--- src/sv/c3sf_pkg.sv ---
// ---------------------------------------------------------------------------
// c3sf_pkg
// Shared types and constants of the 3x3 cross smoothing filter.
// ---------------------------------------------------------------------------
package c3sf_pkg;

    localparam int PIXEL_W     = 8;
    localparam int CFG_INDEX_W = 2;
    localparam int CFG_DATA_W  = 8;

    // sizes in use after reset
    localparam int FRAME_WIDTH_RESET  = 80;
    localparam int FRAME_HEIGHT_RESET = 21;

    // smallest frame side the window can handle
    localparam int MIN_SIDE = 3;

    // weighted sum / 6 = (sum / 2) / 3, the / 3 as multiply by reciprocal
    localparam int         DIV3_SHIFT = 11;
    localparam logic [9:0] DIV3_RECIP = 10'd683;

    typedef enum logic [CFG_INDEX_W-1:0] {
        REG_FRAME_WIDTH  = 2'd0,
        REG_FRAME_HEIGHT = 2'd1
    } cfg_reg_t;

    // control of one word as it moves into the data stage
    typedef struct packed {
        logic pixel;      // real pixel: shifts window, updates line stores
        logic emit;       // a result leaves for this word
        logic border;     // result is the centre pixel passed through
        logic frame_end;  // result is the last pixel of the frame
        logic sel_lower;  // flush result comes from the lower line store
    } s1_ctrl_t;

endpackage

--- src/sv/cross_3x3_smoothing_filter.sv ---
// ---------------------------------------------------------------------------
// cross_3x3_smoothing_filter
// Raster pixel stream smoother: two line stores and a cross shaped 3x3
// window, interior pixels weighted 2/1 (centre/arms) and divided by 6, borders passed.
// ---------------------------------------------------------------------------
//
//  channel  | signals                               | direction
//  ---------+---------------------------------------+----------
//  pixel    | pixel_valid pixel_stall pixel_in flush | in
//  result   | result_valid result_stall pixel_out    | out
//           | frame_end                             |
//  config   | cfg_valid cfg_ready cfg_index cfg_data | in
//
//  One word per clock while pixel_stall is low: position control is decided
//  at accept, the line stores are read then and written back in the data stage.
//  A result is loaded into the output register when the data stage fires and
//  can be taken from there while result_valid is high.
//  Reset clears counters and the pipeline; line stores are not cleared.
//  pixel_stall rises only while the data stage holds a result and the
//  output register is full and stalled.
//  cfg_ready is always high; a width or height write restarts the frame position.
// ---------------------------------------------------------------------------
module cross_3x3_smoothing_filter #(
    parameter int MAX_WIDTH  = 128,
    parameter int MAX_HEIGHT = 128
) (
    input  logic                               clk,
    input  logic                               rst_n,

    input  logic                               pixel_valid,
    output logic                               pixel_stall,
    input  logic [c3sf_pkg::PIXEL_W-1:0]       pixel_in,
    input  logic                               flush,

    output logic                               result_valid,
    input  logic                               result_stall,
    output logic [c3sf_pkg::PIXEL_W-1:0]       pixel_out,
    output logic                               frame_end,

    input  logic                               cfg_valid,
    output logic                               cfg_ready,
    input  logic [c3sf_pkg::CFG_INDEX_W-1:0]   cfg_index,
    input  logic [c3sf_pkg::CFG_DATA_W-1:0]    cfg_data
);
    import c3sf_pkg::*;

    function automatic int last_index(input int value, input int maxv);
        int v;
        begin
            v = value;
            if (v < MIN_SIDE)
                v = MIN_SIDE;
            if (v > maxv)
                v = maxv;
            return v - 1;
        end
    endfunction

    localparam int COL_W = $clog2(MAX_WIDTH);
    localparam int ROW_W = $clog2(MAX_HEIGHT);
    localparam int COL_LAST_RESET = last_index(FRAME_WIDTH_RESET, MAX_WIDTH);
    localparam int ROW_LAST_RESET = last_index(FRAME_HEIGHT_RESET, MAX_HEIGHT);

    // frame size and positions
    logic [COL_W-1:0]   col_last_reg;
    logic [ROW_W-1:0]   row_last_reg;
    logic [COL_W-1:0]   in_col_reg, in_col_next;
    logic [ROW_W-1:0]   in_row_reg, in_row_next;
    logic [COL_W-1:0]   out_col_reg, out_col_next;
    logic [ROW_W-1:0]   out_row_reg, out_row_next;
    logic               primed_reg, primed_next;

    // data stage
    logic               s1_valid_reg;
    s1_ctrl_t           s1_ctrl_reg, s1_ctrl_next;
    logic [COL_W-1:0]   s1_addr_reg;
    logic [PIXEL_W-1:0] s1_pix_reg;
    logic               s1_fire;

    // line stores
    logic [PIXEL_W-1:0] upper_mem [MAX_WIDTH];
    logic [PIXEL_W-1:0] lower_mem [MAX_WIDTH];
    logic [PIXEL_W-1:0] upper_rd_reg, lower_rd_reg;
    logic [COL_W-1:0]   rd_addr;
    logic               fwd_hit_reg;
    logic [PIXEL_W-1:0] fwd_upper_reg, fwd_lower_reg;
    logic [PIXEL_W-1:0] upper_eff, lower_eff;

    // window taps that a later result still needs
    logic [PIXEL_W-1:0] top_right_reg, mid_centre_reg, mid_right_reg, bot_right_reg;

    // output register
    logic               result_valid_reg;
    logic [PIXEL_W-1:0] pixel_out_reg;
    logic               frame_end_reg;

    logic               accept;
    logic               cfg_we;
    logic [PIXEL_W+2:0] cross_sum;
    logic [19:0]        div_prod;
    logic [PIXEL_W-1:0] smooth_val;
    logic [PIXEL_W-1:0] result_val;

    assign cfg_ready   = 1'b1;
    assign cfg_we      = cfg_valid && cfg_ready;
    assign s1_fire     = s1_valid_reg &&
                         (!s1_ctrl_reg.emit || !result_valid_reg || !result_stall);
    assign pixel_stall = s1_valid_reg && !s1_fire;
    assign accept      = pixel_valid && !pixel_stall;

    // ---------------- position control, decided at accept ----------------
    always_comb
    begin
        logic [COL_W-1:0] exp_col;
        logic [ROW_W-1:0] exp_row;
        logic [COL_W-1:0] pos_col;
        logic [ROW_W-1:0] pos_row;
        logic             keep;
        logic             start;

        in_col_next  = in_col_reg;
        in_row_next  = in_row_reg;
        out_col_next = out_col_reg;
        out_row_next = out_row_reg;
        primed_next  = primed_reg;
        s1_ctrl_next = '0;
        rd_addr      = in_col_reg;
        exp_col      = '0;
        exp_row      = '0;
        keep         = 1'b0;
        start        = 1'b0;
        pos_col      = out_col_reg;
        pos_row      = out_row_reg;

        if (flush)
        begin
            rd_addr = out_col_reg;
            if (primed_reg && in_row_reg == '0 && in_col_reg == '0)
            begin
                s1_ctrl_next.emit      = 1'b1;
                s1_ctrl_next.border    = 1'b1;
                s1_ctrl_next.sel_lower = (out_row_reg == row_last_reg);
                s1_ctrl_next.frame_end = (out_row_reg == row_last_reg) &&
                                         (out_col_reg == col_last_reg);
                if (s1_ctrl_next.frame_end)
                begin
                    primed_next  = 1'b0;
                    out_col_next = '0;
                    out_row_next = '0;
                end
                else if (out_col_reg == col_last_reg)
                begin
                    out_col_next = '0;
                    out_row_next = (out_row_reg == row_last_reg) ? '0
                                 : out_row_reg + ROW_W'(1);
                end
                else
                begin
                    out_col_next = out_col_reg + COL_W'(1);
                end
            end
        end
        else
        begin
            s1_ctrl_next.pixel = 1'b1;

            // output must trail the input by one row plus one pixel
            if (in_col_reg != '0)
            begin
                exp_col = in_col_reg - COL_W'(1);
                exp_row = (in_row_reg == '0) ? row_last_reg : in_row_reg - ROW_W'(1);
            end
            else
            begin
                exp_col = col_last_reg;
                if (in_row_reg == '0)
                    exp_row = row_last_reg - ROW_W'(1);
                else if (in_row_reg == ROW_W'(1))
                    exp_row = row_last_reg;
                else
                    exp_row = in_row_reg - ROW_W'(2);
            end
            keep  = primed_reg && out_row_reg == exp_row && out_col_reg == exp_col;
            start = !keep && in_row_reg == ROW_W'(1) && in_col_reg == COL_W'(1);
            if (start)
            begin
                pos_col = '0;
                pos_row = '0;
            end
            primed_next = keep || start;

            if (keep || start)
            begin
                s1_ctrl_next.emit      = 1'b1;
                s1_ctrl_next.border    = pos_row == '0 || pos_row == row_last_reg ||
                                         pos_col == '0 || pos_col == col_last_reg;
                s1_ctrl_next.frame_end = pos_row == row_last_reg &&
                                         pos_col == col_last_reg;
                if (pos_col == col_last_reg)
                begin
                    out_col_next = '0;
                    out_row_next = (pos_row == row_last_reg) ? '0 : pos_row + ROW_W'(1);
                end
                else
                begin
                    out_col_next = pos_col + COL_W'(1);
                    out_row_next = pos_row;
                end
            end

            if (in_col_reg == col_last_reg)
            begin
                in_col_next = '0;
                in_row_next = (in_row_reg == row_last_reg) ? '0
                            : in_row_reg + ROW_W'(1);
            end
            else
            begin
                in_col_next = in_col_reg + COL_W'(1);
            end
        end
    end

    always_ff @(posedge clk or negedge rst_n)
    begin
        if (!rst_n)
        begin
            col_last_reg <= COL_W'(COL_LAST_RESET);
            row_last_reg <= ROW_W'(ROW_LAST_RESET);
            in_col_reg   <= '0;
            in_row_reg   <= '0;
            out_col_reg  <= '0;
            out_row_reg  <= '0;
            primed_reg   <= 1'b0;
        end
        else if (cfg_we)
        begin
            case (cfg_reg_t'(cfg_index))
                REG_FRAME_WIDTH:
                begin
                    col_last_reg <= COL_W'(last_index(int'(cfg_data), MAX_WIDTH));
                    in_col_reg   <= '0;
                    in_row_reg   <= '0;
                    out_col_reg  <= '0;
                    out_row_reg  <= '0;
                    primed_reg   <= 1'b0;
                end
                REG_FRAME_HEIGHT:
                begin
                    row_last_reg <= ROW_W'(last_index(int'(cfg_data), MAX_HEIGHT));
                    in_col_reg   <= '0;
                    in_row_reg   <= '0;
                    out_col_reg  <= '0;
                    out_row_reg  <= '0;
                    primed_reg   <= 1'b0;
                end
                default:
                begin
                end
            endcase
        end
        else if (accept)
        begin
            in_col_reg  <= in_col_next;
            in_row_reg  <= in_row_next;
            out_col_reg <= out_col_next;
            out_row_reg <= out_row_next;
            primed_reg  <= primed_next;
        end
    end

    // ---------------- data stage ----------------
    always_ff @(posedge clk or negedge rst_n)
    begin
        if (!rst_n)
        begin
            s1_valid_reg <= 1'b0;
            s1_ctrl_reg  <= '0;
            fwd_hit_reg  <= 1'b0;
        end
        else if (accept)
        begin
            s1_valid_reg <= 1'b1;
            s1_ctrl_reg  <= s1_ctrl_next;
            // the read at this edge misses a write-back landing at the same edge
            fwd_hit_reg  <= s1_fire && s1_ctrl_reg.pixel && s1_addr_reg == rd_addr;
        end
        else if (s1_fire)
        begin
            s1_valid_reg <= 1'b0;
        end
    end

    always_ff @(posedge clk)
    begin
        if (accept)
        begin
            s1_addr_reg   <= rd_addr;
            s1_pix_reg    <= pixel_in;
            upper_rd_reg  <= upper_mem[rd_addr];
            lower_rd_reg  <= lower_mem[rd_addr];
            fwd_upper_reg <= lower_eff;
            fwd_lower_reg <= s1_pix_reg;
        end
        if (s1_fire && s1_ctrl_reg.pixel)
        begin
            upper_mem[s1_addr_reg] <= lower_eff;
            lower_mem[s1_addr_reg] <= s1_pix_reg;
        end
    end

    assign upper_eff = fwd_hit_reg ? fwd_upper_reg : upper_rd_reg;
    assign lower_eff = fwd_hit_reg ? fwd_lower_reg : lower_rd_reg;

    always_ff @(posedge clk or negedge rst_n)
    begin
        if (!rst_n)
        begin
            top_right_reg  <= '0;
            mid_centre_reg <= '0;
            mid_right_reg  <= '0;
            bot_right_reg  <= '0;
        end
        else if (s1_fire && s1_ctrl_reg.pixel)
        begin
            top_right_reg  <= upper_eff;
            mid_centre_reg <= mid_right_reg;
            mid_right_reg  <= lower_eff;
            bot_right_reg  <= s1_pix_reg;
        end
    end

    // after the shift: up = top_right, down = bot_right, left = mid_centre,
    // centre = mid_right, right = lower store read
    assign cross_sum = {2'b00, mid_right_reg, 1'b0}
                     + (PIXEL_W+3)'(top_right_reg)
                     + (PIXEL_W+3)'(bot_right_reg)
                     + (PIXEL_W+3)'(mid_centre_reg)
                     + (PIXEL_W+3)'(lower_eff);
    assign div_prod   = 20'(cross_sum[PIXEL_W+2:1]) * 20'(DIV3_RECIP);
    assign smooth_val = div_prod[DIV3_SHIFT +: PIXEL_W];

    always_comb
    begin
        if (!s1_ctrl_reg.pixel)
            result_val = s1_ctrl_reg.sel_lower ? lower_eff : upper_eff;
        else if (s1_ctrl_reg.border)
            result_val = mid_right_reg;
        else
            result_val = smooth_val;
    end

    // ---------------- output register ----------------
    always_ff @(posedge clk or negedge rst_n)
    begin
        if (!rst_n)
            result_valid_reg <= 1'b0;
        else if (s1_fire && s1_ctrl_reg.emit)
            result_valid_reg <= 1'b1;
        else if (!result_stall)
            result_valid_reg <= 1'b0;
    end

    always_ff @(posedge clk)
    begin
        if (s1_fire && s1_ctrl_reg.emit)
        begin
            pixel_out_reg <= result_val;
            frame_end_reg <= s1_ctrl_reg.frame_end;
        end
    end

    assign result_valid = result_valid_reg;
    assign pixel_out    = pixel_out_reg;
    assign frame_end    = frame_end_reg;

    // ---------------- assertions ----------------
    a_stall_cause: assert property (@(posedge clk) disable iff (!rst_n)
        pixel_stall |-> (result_valid_reg && result_stall))
        else $error("input stalled without a blocked result");

    a_flush_end_unprimes: assert property (@(posedge clk) disable iff (!rst_n)
        (accept && !cfg_we && flush && s1_ctrl_next.emit && s1_ctrl_next.frame_end)
        |=> !primed_reg)
        else $error("frame end by flush left the filter primed");

    a_col_range: assert property (@(posedge clk) disable iff (!rst_n)
        (in_col_reg <= col_last_reg) && (out_col_reg <= col_last_reg))
        else $error("column position beyond frame width");

    a_fwd_after_write: assert property (@(posedge clk) disable iff (!rst_n)
        (accept && s1_fire && s1_ctrl_reg.pixel && s1_addr_reg == rd_addr)
        |=> fwd_hit_reg)
        else $error("same-entry write-back not forwarded");

endmodule
--- config.mk ---
export PLATFORM = sky130hd
export DESIGN_NAME = cross_3x3_smoothing_filter
export DESIGN_NICKNAME = d
export VERILOG_FILES = /design/src/sv/c3sf_pkg.sv /design/src/sv/cross_3x3_smoothing_filter.sv
export SDC_FILE = /design/constraint.sdc
export NUM_CORES = 2
export LEC_CHECK = 0
export ABC_CLOCK_PERIOD_IN_PS = 8500
export BUFFER_PORTS_ARGS = -buffer_cell sky130_fd_sc_hd__buf_2
export CAP_MARGIN = 10
export CORE_MARGIN = 2
export CORE_UTILIZATION = 57
export DETAILED_ROUTE_END_ITERATION = 7
export PLACE_DENSITY_LB_ADDON = 0.08
export SLEW_MARGIN = 20
export SYNTH_ARGS = -nofsm -noshare
export SYNTH_HDL_FRONTEND = slang
export SYNTH_SLANG_ARGS = --single-unit
--- constraint.sdc ---
create_clock -name clk -period 8.5 [get_ports clk]
set_input_delay 1.275 -clock clk [delete_from_list [all_inputs] [get_ports clk]]
set_output_delay 1.275 -clock clk [all_outputs]
set_load 0.005 [all_outputs]
==> impl_metrics.csv <==
group,metric,value,unit
floorplan,die-area,165000,um^2
global_route,grt-ovfl-total,0,
floorplan,die_height,406,um
logic_synthesis,synth_seq_area_share,70.8,%
clocking,tritoncts,"done",
floorplan,io_pins,36,
worst_setup_path,cp_top_family,"adder cells",
final_layout,diodes,0,
clocking,root_buffer,"clkbuf_16",
logic_synthesis,synth_edf_count,2104,
floorplan,start_util,57.4,%
final_layout,area_delta_synth_final,10.9,%
final_layout,num-fill-cells,11991,
global_route,grt_pass1_wl,367,mm
clocking,clock_sinks,2187,
drt,drc,0,
global_route,antenna_found_initial,3,
worst_setup_path,path_class,"reg -> reg",
placed_design,gp_congestion,0.878,
final_layout,fin_cells,9667,
floorplan,rows,147,
timing,drv_slew,0,
worst_setup_path,crit_path_end_kind,"flip-flop",
drt,wl_per_cell,25.5,um
clocking,clock_path_buffers,3,
timing,grt_setup_unrepaired,"false",
placed_design,hpwl,137,mm
timing,max_slew.worst_pin.slew,1.21,ns
final_layout,reg.largest.list,"lower_mem: 1024 flops, upper_mem: 1024 flops",
clocking,cts_hold_buf,0,
drt,drt_iter0_markers,7992,
clocking,numCtsBuffers,214,
logic_synthesis,synth_ff_type,"edfxtp_1",
logic_synthesis,netlist_area,92200,um^2
worst_setup_path,critPathRequiredTime,9.09,ns
floorplan,die_width,406,um
global_route,grt_max_degree,166,
final_layout,finalNetCount,7482,
worst_setup_path,critPathLaunchType,"flip-flop",
timing,min_period,8.15,ns
clocking,cts-htree-levels,4,
timing,finalHoldViolCount,0,
placed_design,numPortBuffers,34,
drt,drtAntennaViolNets,0,
logic_synthesis,ys_warn_count,0,
logic_synthesis,yosysUniqueCellTypes,93,
logic_synthesis,syn_nets,7527,
timing,finalSetupViolations,0,
floorplan,coreArea,161000,um^2
clocking,insertion_delay,0.87,ns
timing,clock-skew-final,0.0263,ns
global_route,grt_pass1_vias,56952,
worst_setup_path,cp.arrival,8.73,ns
outcome,status,"finished clean",
timing,period_share,95.9,%
timing,slew-limit-headroom,18.4,%
global_route,grt_usage,29.8,%
final_layout,drive_gt1_share,8.94,%
placed_design,place_inst,9272,
logic_synthesis,syn_avg_cell_area,12.5,um^2
timing,max_freq,123,MHz
drt,num_vias,60042,
logic_synthesis,ys_ff_latch,2187,
worst_setup_path,cpPeakStageDelay,0.53,ns
logic_synthesis,ys_async_sr_fraction,3.80,%
drt,drt_wl_total,246,mm
worst_setup_path,cp_max_fo,4,
drt,first_pass_iters,6,
logic_synthesis,syn_inst,7374,
worst_setup_path,crit_slowest_cell,"fa_1",
clocking,clkSlewWorstSetupHoldPaths,0.06,ns
worst_hold_path,hold_path.class,"in -> async",
worst_setup_path,critPathBufInv,7,
run,cap_violations,0,
drt,vias_per_cell,6.21,
[worst paths after layout]
kind,slack [ns],cells past startpoint,start,end
max in group asynchronous,7.03,2,rst_n,bot_right_reg[1]$_DFFE_PN0P_
worst min register to register,0.47,0,s1_ctrl_reg[1]$_DFFE_PN0P_,frame_end$_DFFE_PP_
min in group clk,0.47,0,s1_ctrl_reg[1]$_DFFE_PN0P_,frame_end$_DFFE_PP_
worst min-delay path,0.31,1,rst_n,in_row_reg[4]$_DFFE_PN0P_
worst max register to register,0.35,34,fwd_hit_reg$_DFFE_PN0P_,pixel_out[6]$_DFFE_PP_
worst max-delay path,0.35,34,fwd_hit_reg$_DFFE_PN0P_,pixel_out[6]$_DFFE_PP_
[logic make-up (layout without fill, tap and decap cells)]
kind of cell | count (synthesis) | in the layout | share of synthesized area (%)
fa+ha+maj | 129 | 129 | 2.12
simple gates | 3348 | 3348 | 15.7
xor+xnor | 67 | 67 | 0.637
compound gates | 929 | 929 | 7.56
mux | 36 | 36 | 0.411
flops | 2187 | 2187 | 70.8
other cells | 1 | 1 | 0.00407
buf+inv | 677 | 810 | 2.80
[cells in the mapped netlist, drive strengths merged (3+ instances only)]
| master | number | area share [%] |
|---|---|---|
| o21bai | 6 | 0.049 |
| clkbuf | 463 | 1.9 |
| o41ai | 5 | 0.048 |
| fa | 45 | 0.98 |
| xor2 | 26 | 0.25 |
| o31ai | 12 | 0.098 |
| nor4 | 14 | 0.11 |
| a21o | 25 | 0.20 |
| nand2 | 2156 | 8.8 |
| edfxtp | 2104 | 69 |
| nand3 | 542 | 2.9 |
| or3 | 7 | 0.048 |
| nor2b | 22 | 0.15 |
| a211oi | 55 | 0.45 |
| o22ai | 7 | 0.062 |
| ha | 84 | 1.1 |
| o21a | 11 | 0.090 |
| a21boi | 6 | 0.049 |
| nand3b | 7 | 0.057 |
| o211ai | 5 | 0.041 |
| or2 | 7 | 0.048 |
| dfrtp | 76 | 2.1 |
| nor2 | 189 | 0.79 |
| a211o | 3 | 0.030 |
| nor3b | 4 | 0.033 |
| nand4 | 10 | 0.068 |
| and3 | 262 | 1.8 |
| o21ai | 77 | 0.42 |
| a41o | 3 | 0.033 |
| xnor2 | 41 | 0.39 |
| a41oi | 3 | 0.029 |
| nand2b | 18 | 0.12 |
| nor3 | 90 | 0.50 |
| and2 | 4 | 0.027 |
| nor4b | 5 | 0.084 |
| a21oi | 158 | 0.87 |
| dfstp | 7 | 0.20 |
| mux2i | 21 | 0.23 |
| mux2 | 15 | 0.18 |
| buf | 67 | 0.32 |
| a31oi | 75 | 0.52 |
| o32ai | 3 | 0.029 |
| inv | 146 | 0.59 |
| o311ai | 6 | 0.065 |
| a311oi | 448 | 4.3 |
[layer usage]
metal  global-route usage [%]  share of wire (%)  up-vias
met5                        0                  0        -
met3                     4.71                8.3      399
met2                     45.9                 46     2652
met1                     43.6                 42    30034
met4                     9.87                3.2        0
li1                         -                  -    26957
[area by class of cell]
| class | instances | area (um^2) | share of cell area [%] |
|---|---|---|---|
| clock inverters | 120 | 1250 | 1.23 |
| well taps | 2160 | 2700 | 2.64 |
| inverters | 147 | 593 | 0.580 |
| clock buffers | 274 | 5650 | 5.53 |
| flip-flops and latches | 2187 | 65300 | 63.8 |
| multi-input cells | 4510 | 24600 | 24.0 |
| repair buffers | 269 | 2200 | 2.16 |
[layout by cell type, fill, tap and decap left out, drive strengths merged, types with 10 or more instances in the layout]
master,Yosys,final
fa,45,45
a31oi,75,75
o31ai,12,12
a211oi,55,55
mux2i,21,21
inv,146,155
a21oi,158,158
clkinv,1,88
a21o,25,25
edfxtp,2104,2104
nor4,14,14
o21ai,77,77
bufinv,0,21
xnor2,41,41
ha,84,84
buf,67,269
a311oi,448,448
nand2,2156,2156
nand4,10,10
o21a,11,11
clkbuf,463,274
nor3,90,90
nand3,542,542
xor2,26,26
and3,262,262
nor2b,22,22
dfrtp,76,76
nor2,189,189
mux2,15,15
nand2b,18,18
[timing repair]
| item | 4_1_cts | 5_1_grt |
|---|---|---|
| resized for setup | 0 | 5 |
| setup endpoints to repair | 0 | 5 |
| hold endpoints to repair | 0 | 0 |
| setup buffers | 0 | 1 |
[worst register-to-register path, delay by kind of cell, from the launching register on]
kind                       cells  cell delay, ns
buffers and inverters          7            0.56
DFF                            1            0.39
muxes                          1            0.12
AOI/OAI and AO/OA             14            2.18
xor gates and xnor gates       2            0.43
adders and majority gates     10            4.18
[through the flow]
stage | setup WS, ns | hold WS, ns | instance area [um^2] | TNS [ns] | util (%)
after floorplan | -0.115 | 0.425 | 92300 | -0.239 | -
after global placement | 0.338 | 0.465 | 95300 | 0 | 59.3
after detailed placement | 0.189 | 0.460 | 95300 | 0 | 59.3
after CTS | 0.191 | 0.249 | 102000 | 0 | 63.6
after global routing | 0.00985 | 0.301 | 102000 | 0 | 63.7
final | 0.352 | 0.308 | 102000 | 0 | 63.7
Power is left out: the tool's default activity adds up to more than one toggle a clock period on the data nets, which glitch-free logic cannot reach.
